===== config.mk =====
export PLATFORM = sky130hd
export DESIGN_NAME = exposure_countdown_controller
export DESIGN_NICKNAME = d
export VERILOG_FILES = /design/src/hdl/ecc_pkg.sv /design/src/hdl/ecc_event_logic.sv /design/src/hdl/ecc_rsp_stage.sv /design/src/hdl/exposure_countdown_controller.sv
export VERILOG_INCLUDE_DIRS = /design/src /design/src/hdl
export SDC_FILE = /design/constraint.sdc
export NUM_CORES = 1
export LEC_CHECK = 0
export BUFFER_PORTS_ARGS = -buffer_cell sky130_fd_sc_hd__clkbuf_2
export CAP_MARGIN = 20
export CORE_MARGIN = 2
export CORE_UTILIZATION = 45
export DETAILED_ROUTE_END_ITERATION = 12
export PLACE_DENSITY = 0.65
export SLEW_MARGIN = 15
export SYNTH_ARGS = -nofsm -noshare
export SYNTH_HDL_FRONTEND = slang
export SYNTH_HIERARCHICAL = 1
export SYNTH_SLANG_ARGS = --single-unit

===== constraint.sdc =====
create_clock -name clock -period 9.3 [get_ports clock]
set_clock_uncertainty 0.1 [all_clocks]
set_input_delay 0.465 -clock clock [delete_from_list [all_inputs] [get_ports clock]]
set_output_delay 0.465 -clock clock [all_outputs]
set_load 0.01 [all_outputs]

===== src/hdl/exposure_countdown_controller_defines.svh =====
// Assertion helpers for the top-level RTL file, exposure_countdown_controller.sv.
`ifndef EXPOSURE_COUNTDOWN_CONTROLLER_DEFINES_SVH
`define EXPOSURE_COUNTDOWN_CONTROLLER_DEFINES_SVH

// Same-cycle implication, disabled while reset is high.
`define ECC_ASSERT_SAME(lbl, clk, rst, ante, cons, msg) \
   lbl: assert property (@(posedge clk) disable iff (rst) (ante) |-> (cons)) \
      else $error(msg);

// Next-cycle implication, disabled while reset is high.
`define ECC_ASSERT_NEXT(lbl, clk, rst, ante, cons, msg) \
   lbl: assert property (@(posedge clk) disable iff (rst) (ante) |=> (cons)) \
      else $error(msg);

`endif


===== src/hdl/ecc_pkg.sv =====
`default_nettype none
package ecc_pkg;

   localparam int DEFAULT_DURATION_DEF = 60;
   localparam int TIME_BITS_DEF        = 16;
   localparam logic [7:0] FAN_OVERRUN_RESET = 8'd10;

   localparam logic [2:0] EV_TICK   = 3'd0;
   localparam logic [2:0] EV_START  = 3'd1;
   localparam logic [2:0] EV_PAUSE  = 3'd2;
   localparam logic [2:0] EV_CANCEL = 3'd3;
   localparam logic [2:0] EV_RESET  = 3'd4;
   localparam logic [2:0] EV_ADJUST = 3'd5;

   localparam logic [2:0] MODE_IDLE      = 3'd0;
   localparam logic [2:0] MODE_RUNNING   = 3'd1;
   localparam logic [2:0] MODE_PAUSED    = 3'd2;
   localparam logic [2:0] MODE_FINISHED  = 3'd3;
   localparam logic [2:0] MODE_CANCELLED = 3'd4;

   typedef struct packed {
      logic [2:0]         req_type;
      logic signed [15:0] adjust_delta;
   } ecc_req_type;

   typedef struct packed {
      logic [2:0]  mode;
      logic [15:0] remaining_seconds;
      logic        lamp_on;
      logic        fan_on;
   } ecc_rsp_type;

   // Control state that travels between the state registers and the event logic.
   typedef struct packed {
      logic [2:0] mode;
      logic       lamp;
      logic       fan;
      logic [7:0] runon;
   } ecc_ctl_type;

endpackage
`default_nettype wire


===== src/hdl/ecc_event_logic.sv =====
`default_nettype none
module ecc_event_logic #(
   parameter int TIME_BITS = 16
) (
   input  ecc_pkg::ecc_req_type req,
   input  ecc_pkg::ecc_ctl_type ctl_cur,
   input  logic [TIME_BITS-1:0] remaining_cur,
   input  logic [TIME_BITS-1:0] saved_cur,
   input  logic [7:0]           fan_overrun,
   output ecc_pkg::ecc_ctl_type ctl_nxt,
   output logic [TIME_BITS-1:0] remaining_nxt,
   output logic [TIME_BITS-1:0] saved_nxt
);
   import ecc_pkg::*;

   localparam int WIDE = (TIME_BITS > 16) ? TIME_BITS : 16;
   localparam int SUM_BITS = WIDE + 2;

   logic signed [SUM_BITS-1:0] sum;
   logic [TIME_BITS-1:0]       adjusted;

   assign sum = $signed({{(SUM_BITS - TIME_BITS){1'b0}}, remaining_cur})
              + SUM_BITS'(req.adjust_delta);

   always_comb begin
      if (sum[SUM_BITS-1]) begin
         adjusted = '0;
      end else if (sum[SUM_BITS-2:TIME_BITS] != '0) begin
         adjusted = '1;
      end else begin
         adjusted = sum[TIME_BITS-1:0];
      end
   end

   always_comb begin
      logic halt;
      logic run;
      logic [2:0] halt_mode;
      halt          = 1'b0;
      run           = 1'b0;
      halt_mode     = MODE_IDLE;
      ctl_nxt       = ctl_cur;
      remaining_nxt = remaining_cur;
      saved_nxt     = saved_cur;
      case (req.req_type)
         EV_TICK: begin
            if (ctl_cur.mode == MODE_RUNNING) begin
               ctl_nxt.fan   = 1'b1;
               ctl_nxt.runon = '0;
               if (remaining_cur != '0) begin
                  remaining_nxt = remaining_cur - TIME_BITS'(1);
               end else begin
                  halt      = 1'b1;
                  halt_mode = MODE_FINISHED;
               end
            end else if (ctl_cur.runon != '0) begin
               ctl_nxt.runon = ctl_cur.runon - 8'd1;
               if (ctl_cur.runon == 8'd1) begin
                  ctl_nxt.fan = 1'b0;
               end
            end
         end
         EV_START: begin
            run = (ctl_cur.mode == MODE_IDLE) || (ctl_cur.mode == MODE_PAUSED);
         end
         EV_PAUSE: begin
            if (ctl_cur.mode == MODE_RUNNING) begin
               halt      = 1'b1;
               halt_mode = MODE_PAUSED;
            end else if (ctl_cur.mode == MODE_PAUSED) begin
               run = 1'b1;
            end
         end
         EV_CANCEL: begin
            halt      = 1'b1;
            halt_mode = MODE_CANCELLED;
         end
         EV_RESET: begin
            if (ctl_cur.mode != MODE_RUNNING) begin
               remaining_nxt = saved_cur;
               halt          = 1'b1;
               halt_mode     = MODE_IDLE;
            end
         end
         EV_ADJUST: begin
            remaining_nxt = adjusted;
         end
         default: begin
         end
      endcase
      if (run) begin
         ctl_nxt.mode  = MODE_RUNNING;
         ctl_nxt.lamp  = 1'b1;
         ctl_nxt.fan   = 1'b1;
         ctl_nxt.runon = '0;
         saved_nxt     = remaining_cur;
      end
      if (halt) begin
         ctl_nxt.mode  = halt_mode;
         ctl_nxt.lamp  = 1'b0;
         ctl_nxt.runon = fan_overrun;
         if (fan_overrun == '0) begin
            ctl_nxt.fan = 1'b0;
         end
      end
   end

endmodule
`default_nettype wire


===== src/hdl/ecc_rsp_stage.sv =====
`default_nettype none
module ecc_rsp_stage (
   input  logic                 clock,
   input  logic                 reset,
   input  logic                 load,
   input  ecc_pkg::ecc_rsp_type load_data,
   output logic                 can_load,
   output logic                 rsp_valid,
   input  logic                 rsp_ready,
   output ecc_pkg::ecc_rsp_type rsp_data
);
   import ecc_pkg::*;

   logic        valid_ff;
   logic        valid_in;
   ecc_rsp_type data_ff;

   assign can_load = !valid_ff || rsp_ready;
   assign valid_in = load || (valid_ff && !rsp_ready);

   always_ff @(posedge clock) begin
      if (reset) begin
         valid_ff <= 1'b0;
      end else begin
         valid_ff <= valid_in;
      end
   end

   always_ff @(posedge clock) begin
      if (load) begin
         data_ff <= load_data;
      end
   end

   assign rsp_valid = valid_ff;
   assign rsp_data  = data_ff;

endmodule
`default_nettype wire


===== src/hdl/exposure_countdown_controller.sv =====
// channel | direction | handshake              | payload
// req     | in        | req_valid / req_ready  | req_data (ecc_req_type)
// rsp     | out       | rsp_valid / rsp_ready  | rsp_data (ecc_rsp_type)
// csr     | in        | csr_valid / csr_ready  | csr_data, fan run-on ticks
//
// One event per cycle while req_ready is high; its result is registered and shows in the cycle after the transfer.
// The event logic and the state update are combinational and sit between the state flops and the result flops.
// req_ready drops only while a result is held and rsp_ready is low; csr_ready is always high.
// Synchronous reset: idle, default duration loaded, lamp and fan off, run-on ticks ten.
`default_nettype none
`include "exposure_countdown_controller_defines.svh"
module exposure_countdown_controller #(
   parameter int DEFAULT_DURATION = ecc_pkg::DEFAULT_DURATION_DEF,
   parameter int TIME_BITS        = ecc_pkg::TIME_BITS_DEF
) (
   input  logic                 clock,
   input  logic                 reset,
   input  logic                 req_valid,
   output logic                 req_ready,
   input  ecc_pkg::ecc_req_type req_data,
   output logic                 rsp_valid,
   input  logic                 rsp_ready,
   output ecc_pkg::ecc_rsp_type rsp_data,
   input  logic                 csr_valid,
   output logic                 csr_ready,
   input  logic [7:0]           csr_data
);
   import ecc_pkg::*;

   localparam int WIDE = (TIME_BITS > 16) ? TIME_BITS : 16;
   localparam logic [TIME_BITS-1:0] DURATION_RESET = TIME_BITS'(DEFAULT_DURATION);

   ecc_ctl_type          ctl_ff;
   ecc_ctl_type          ctl_in;
   logic [TIME_BITS-1:0] remaining_ff;
   logic [TIME_BITS-1:0] remaining_in;
   logic [TIME_BITS-1:0] saved_ff;
   logic [TIME_BITS-1:0] saved_in;
   logic [7:0]           overrun_ff;
   logic                 accept;
   logic [WIDE-1:0]      remaining_wide;
   ecc_rsp_type          rsp_next;

   assign csr_ready = 1'b1;
   assign accept    = req_valid && req_ready;

   ecc_event_logic #(
      .TIME_BITS(TIME_BITS)
   ) u_event (
      .req          (req_data),
      .ctl_cur      (ctl_ff),
      .remaining_cur(remaining_ff),
      .saved_cur    (saved_ff),
      .fan_overrun  (overrun_ff),
      .ctl_nxt      (ctl_in),
      .remaining_nxt(remaining_in),
      .saved_nxt    (saved_in)
   );

   always_ff @(posedge clock) begin
      if (reset) begin
         ctl_ff.mode  <= MODE_IDLE;
         ctl_ff.lamp  <= 1'b0;
         ctl_ff.fan   <= 1'b0;
         ctl_ff.runon <= '0;
         remaining_ff <= DURATION_RESET;
         saved_ff     <= DURATION_RESET;
      end else if (accept) begin
         ctl_ff       <= ctl_in;
         remaining_ff <= remaining_in;
         saved_ff     <= saved_in;
      end
   end

   always_ff @(posedge clock) begin
      if (reset) begin
         overrun_ff <= FAN_OVERRUN_RESET;
      end else if (csr_valid && csr_ready) begin
         overrun_ff <= csr_data;
      end
   end

   assign remaining_wide              = WIDE'(remaining_in);
   assign rsp_next.mode               = ctl_in.mode;
   assign rsp_next.remaining_seconds  = remaining_wide[15:0];
   assign rsp_next.lamp_on            = ctl_in.lamp;
   assign rsp_next.fan_on             = ctl_in.fan;

   ecc_rsp_stage u_rsp (
      .clock    (clock),
      .reset    (reset),
      .load     (accept),
      .load_data(rsp_next),
      .can_load (req_ready),
      .rsp_valid(rsp_valid),
      .rsp_ready(rsp_ready),
      .rsp_data (rsp_data)
   );

   `ECC_ASSERT_SAME(a_lamp_only_running, clock, reset, ctl_ff.lamp, ctl_ff.mode == MODE_RUNNING, "lamp on outside running")
   `ECC_ASSERT_SAME(a_fan_while_running, clock, reset, ctl_ff.mode == MODE_RUNNING, ctl_ff.fan, "fan off while running")
   `ECC_ASSERT_SAME(a_no_runon_running, clock, reset, ctl_ff.mode == MODE_RUNNING, ctl_ff.runon == '0, "run-on count while running")
   `ECC_ASSERT_NEXT(a_transfer_gives_rsp, clock, reset, accept, rsp_valid, "transfer without result")

endmodule
`default_nettype wire

* Yosys cells after proc, flatten, opt, wreduce, memory -nomap -nowiden
Index checks and enable logic that the tools add are counted.
** Operators by class
- Add/sub/neg operators :: 3
- Equality and inequality tests :: 9
- Multiplexer cells :: 25
- Reductions and logical operators :: 16
** Operators by type and width (count)
- two-way mux 16 bit :: 5
- case mux 16 bit (3 select lines) :: 1
- two-way mux 9 bit :: 3
- two-way mux 13 bit :: 2
- adder 17 x 16 -> 18 bit :: 1
- nonzero test 16 bit :: 1
- subtractor 16 x 1 -> 16 bit (second input constant) :: 1
- equality test 3 x 2 -> 1 bit (second input constant) :: 3
- case mux 3 bit (3 select lines) :: 1
- equality test 8 x 1 -> 1 bit (second input constant) :: 1
- logical NOT 8 bit :: 1
- two-way mux 1 bit :: 8
- nonzero test 8 bit :: 1
- subtractor 8 x 1 -> 8 bit (second input constant) :: 1
- equality test 3 x 1 -> 1 bit (second input constant) :: 2
- equality test 3 bit (second input constant) :: 2
- logical NOT 3 bit :: 2
- two-way mux 2 bit :: 2
- case mux 1 bit (4 select lines) :: 1
- nonzero test 4 bit :: 1
- logical OR 1 bit :: 3
- two-way mux 3 bit :: 1
- != test 3 x 1 -> 1 bit (second input constant) :: 1
- AND reduction 3 bit :: 1
- 5 further kinds :: 7
** Storage, ports and cells
- Register bits after elaboration :: 75
- Bits of input ports :: 32

* Depth between registers and ports, before layout
- Depth in word-level cells :: 8
- Depth in mapped cells :: 13

* Cells and area by module
The synthesis kept the hierarchy.
** By module, submodules not included
- ecc_event_logic :: times used 1, cells each 368, area each 2436.1 µm², seq. area each 0.0 µm²
- exposure_countdown_controller :: times used 1, cells each 225, area each 2382.3 µm², seq. area each 1061.0 µm²
- ecc_rsp_stage :: times used 1, cells each 25, area each 676.9 µm², seq. area each 650.6 µm²

* Least setup slack after synthesis
OpenSTA, ideal clock, no wires.
- Path type :: input to register
- From :: in req_data[0] (netlist bit)
- To :: reg remaining_ff[2]
- Arrival time :: 3.211 ns
- Path slack :: 5.869 ns
- Stages :: 13
- Cells stage by stage :: ha_1 -> fa_1 -> a211o_1 -> a2111o_1 -> a31oi_1 -> a21oi_1 -> o22a_1 -> xor2_1 -> buf_2 -> nor2_1 -> o221ai_1 -> and3_1 -> a211o_1
** Between the ends
- Word-level cells in the longest chain between the ends :: 4
** RTL lines
- start, declared :: line exposure_countdown_controller.sv:20 : input ecc_pkg::ecc_req_type req_data,
- adder 17 x 16 -> 18 bit * :: line ecc_event_logic.sv:23 : + SUM_BITS'(req.adjust_delta);
- two-way mux 16 bit :: line ecc_event_logic.sv:28 : end else if (sum[SUM_BITS-2:TIME_BITS] != '0) begin
- two-way mux 16 bit * :: line ecc_event_logic.sv:26 : if (sum[SUM_BITS-1]) begin
- case mux 16 bit (3 select lines) * :: line ecc_event_logic.sv:45 : case (req.req_type)
- named net remaining_in[2] :: line exposure_countdown_controller.sv:36 : logic [TIME_BITS-1:0] remaining_in;
- end signal, assigned :: line exposure_countdown_controller.sv:70 : remaining_ff <= remaining_in;
- end, declared :: line exposure_countdown_controller.sv:35 : logic [TIME_BITS-1:0] remaining_ff;
The timed path passes the listed nets; every way through them passes the cells marked *.
A chain may end at the register's enable or synchronous reset.

* Worst setup path after layout
- From :: reg remaining_ff[0]
- To :: reg remaining_ff[2]
** Between the ends
- Word-level cells in the longest chain between the ends :: 4
- Elaborated cells between the ends (all ways) :: 8
- Those cells by class :: 2 x add/sub; 5 x mux; 1 x reduce/logical
** RTL lines (line)
- adder 17 x 16 -> 18 bit (tied with other cells) :: ecc_event_logic.sv:23
- two-way mux 16 bit, on equally long branches :: ecc_event_logic.sv:28, ecc_event_logic.sv:50
- two-way mux 16 bit, on equally long branches :: ecc_event_logic.sv:26, ecc_event_logic.sv:47
- case mux 16 bit (3 select lines) * :: ecc_event_logic.sv:45
- named net remaining_in[2] :: exposure_countdown_controller.sv:36
Marks and branches as above.

==> results by group <==
Run status
  • Result of the run: finished clean

Run
  • Max Cap Violations: 0

Timing
  • Tmin final: 3.82 ns
  • Worst Tran Pin Value: 1.06 ns
  • Total of endpoints with negative setup slack in the final report: 0
  • Final TNS setup: 0 ns
  • Max Fclk: 0.262 GHz
  • Setup repair after global routing missed its margin: no
  • Final critical-path share of the clock period: 0.411
  • Max transition margin: 0.291
  • Final count of hold timing violations: 0
  • Minimum hold slack: 0.240 ns
  • Max Transition Viols Final: 0

Floorplanning
  • Row cnt: 40
  • Area of the core: 0.0120 mm^2
  • Starting utilization of the core area: 0.459
  • Horiz. Die Dim: 115 um
  • Number of top-level design ports: 56
  • Area of the die: 0.0131 mm^2
  • Die Y: 115 um

Logic synthesis
  • Syn nets: 671
  • Yosys warning count: 6
  • Top cell types by occurrence after synthesis: 54 x sky130_fd_sc_hd__dfxtp_1, 45 x sky130_fd_sc_hd__nand3_1, 45 x sky130_fd_sc_hd__nor2_1, 39 x sky130_fd_sc_hd__a21oi_1, 39 x sky130_fd_sc_hd__nand2_1
  • EDFF count, synth: 21
  • Post-synthesis instance total: 618
  • Distinct cells, synth: 70
  • Post-synth top flop: sky130_fd_sc_hd__dfxtp_1
  • Ranking of synthesized cells by area: sky130_fd_sc_hd__dfxtp_1 20%, sky130_fd_sc_hd__edfxtp_1 11%, sky130_fd_sc_hd__a21bo_1 6.0%
  • FF+latch count, synth: 75
  • Combined area of all synthesized cells: 0.00550 mm^2
  • Most common cell in the synthesized netlist: sky130_fd_sc_hd__dfxtp_1
  • Share of async-settable or async-resettable flops after synthesis: 0
  • Portion of the post-synthesis area used by sequential elements: 0.311
  • Synth area leader: sky130_fd_sc_hd__dfxtp_1
  • Mean cell area of the mapped netlist: 8.89 um^2
  • Share of the synthesized area in the top cell type: 0.197

Critical path
  • Highest cell delay on the worst timing path: 0.43 ns
  • Largest fanout on the critical path: 11
  • Worst setup EP type: register
  • Type of element launching the critical path: register
  • Crit Path Category: register to register
  • CP cell instances: ha_1 > fa_1 > a211o_1 > a2111o_1 > a31oi_1 > a21oi_1 > o22a_1 > xor2_1 > buf_4 > nor2_1 > o221ai_1 > and3_1 > a211o_1
  • Number of buffer and inverter stages on the critical path: 1
  • Slack of the worst reg-to-reg path: 5.48 ns
  • Critical Path Slowest Stage Cell: sky130_fd_sc_hd__fa_1
  • Most repeated library cell on the critical path: sky130_fd_sc_hd__a211o_1
  • Kind of cell with the highest combined delay on the critical path: compound AO/OA/AOI/OAI gates
  • Worst Path Required: 9.48 ns
  • CP Data Arrival Time: 4.01 ns

Clock tree
  • Number of levels in the clock H-tree: 3
  • Clk Tree Root Cell: sky130_fd_sc_hd__clkbuf_16
  • Buffer depth of the longest clock path: 2
  • Clock transition at the register clock pins on the worst setup and hold paths after CTS: 0.06 ns
  • CTS tree: done
  • Total clock buffers created by CTS: 9
  • Hold buffers post-CTS: 0
  • Number of instances resized during post-cts repair: 0
  • Clock latency reported for the late side of the worst-skew pair: 0.34 ns
  • Post-CTS setup-driven buffer insertion count: 0
  • Number of sinks driven by the clock tree: 75

Drt
  • Via count normalized by instance count: 5.99
  • DRC errors left: 0
  • Number of detailed-route iterations in the first pass: 5
  • DR iter-0 viols: 451
  • Detailed-route wire length: 14.0 mm
  • Number of nets still failing antenna checks after routing: 0
  • Via Count: 4771
  • Wirelength per Cell: 17.6 um

Finish
  • Final-layout fill cell count: 1096
  • Fin util: 0.504
  • P&R area growth vs syn: 9.65%
  • Fraction of layout instances using a drive strength above 1: 0.212
  • Antenna diode count: 0
  • Multi-input combinational cell area: 0.00344 mm^2
  • Sequential cell area: 0.00171 mm^2
  • Cell Count, Final, Fillers Out: 797
  • # nets final: 698

Global routing
  • Antenna violations before repair: 0
  • Gr usage total: 0.216
  • Global-route wire length before repair: 22.5 mm
  • Via count of the first global-routing pass: 4445
  • Remaining global-route overflow: 0
  • Pin count of the biggest net entering global routing: 86

Power
  • Total power per unit cell area: 151 mW/mm^2
  • Leakage power summed over all cells: 2.35 nW
  • Largest voltage drop on the vdd net: 75.3 uV

Worst hold path
  • Min-delay worst type: input port to register

Placement
  • Global placer's final weighted congestion: 0.893
  • Detailed-placement wirelength estimate: 9.29 mm
  • Port bufs: 54
  • Number of cells after detailed placement: 781
-- flip-flops by register name, indices dropped and copies added (netlist names) --
| name | cells |
|---|---|
| u_rsp/rsp_data | 21 |
| remaining_ff | 16 |
| saved_ff | 16 |
| ctl_ff | 13 |
| overrun_ff | 8 |
| u_rsp/rsp_valid | 1 |
-- final cells by class --
cell class	instances	area share
Sequential cell	75	0.284
Clock buffer	16	0.0521
Timing Repair Buffer	60	0.0523
Tap cell	147	0.0305
Multi-Input combinational cell	483	0.571
Inverter	16	0.00997
-- per-stage QoR --
step	power [W]	cell area [um^2]	worst slack, ns
floorplan	0.000506	5500	5.87
global placement	0.000545	5710	5.57
detailed placement	0.000549	5710	5.42
CTS	0.000912	6030	5.53
global route	0.000946	6030	5.29
finish	0.000908	6030	5.48
-- layer usage --
| layer | track usage | wire length (um) |
|---|---|---|
| met2 | 0.342 | 6500 |
| met4 | 0.0805 | 241 |
| met5 | 0 | 0 |
| met3 | 0.0355 | 786 |
| met1 | 0.294 | 6500 |
-- cells by family after synthesis --
logic type,Yosys count,synth area share
adder cells (fa/ha/maj),21,0.0492
flip-flops,75,0.311
XOR/XNOR,31,0.0494
AND/OR/NAND/NOR,190,0.171
multiplexers,28,0.0556
buffers and inverters,60,0.0624
other,1,0.000682
AO/OA/AOI/OAI,212,0.301
-- where the power goes --
part           switching, W  leakage (nW)  internal, W
Clock              0.000135         0.153     0.000228
Sequential        0.0000174         0.649     0.000355
Combinational      0.000104          1.54    0.0000685
-- layout by cell type, fill, tap and decap left out, types with 21 or more instances in the layout --
cell / count
sky130_fd_sc_hd__a21oi_2: 34
sky130_fd_sc_hd__nand2_1: 39
sky130_fd_sc_hd__dfxtp_1: 54
sky130_fd_sc_hd__o21ai_0: 26
sky130_fd_sc_hd__edfxtp_1: 21
sky130_fd_sc_hd__a21bo_1: 33
sky130_fd_sc_hd__clkbuf_2: 54
sky130_fd_sc_hd__a21oi_1: 39
sky130_fd_sc_hd__nand3_1: 45
sky130_fd_sc_hd__nor2_1: 45
-- worst paths after layout --
kind,cells past startpoint,to,from
worst max-delay path,13,remaining_ff[2]$_SDFFE_PP1P_,remaining_ff[0]$_SDFFE_PP0P_
worst min-delay path,2,overrun_ff[3]$_SDFFE_PP1P_,csr_data[3]
worst max register to register,13,remaining_ff[2]$_SDFFE_PP1P_,remaining_ff[0]$_SDFFE_PP0P_
worst min register to register,1,saved_ff[3]$_SDFFE_PP1P_,saved_ff[3]$_SDFFE_PP1P_
Power figures use the tool's default switching activity.
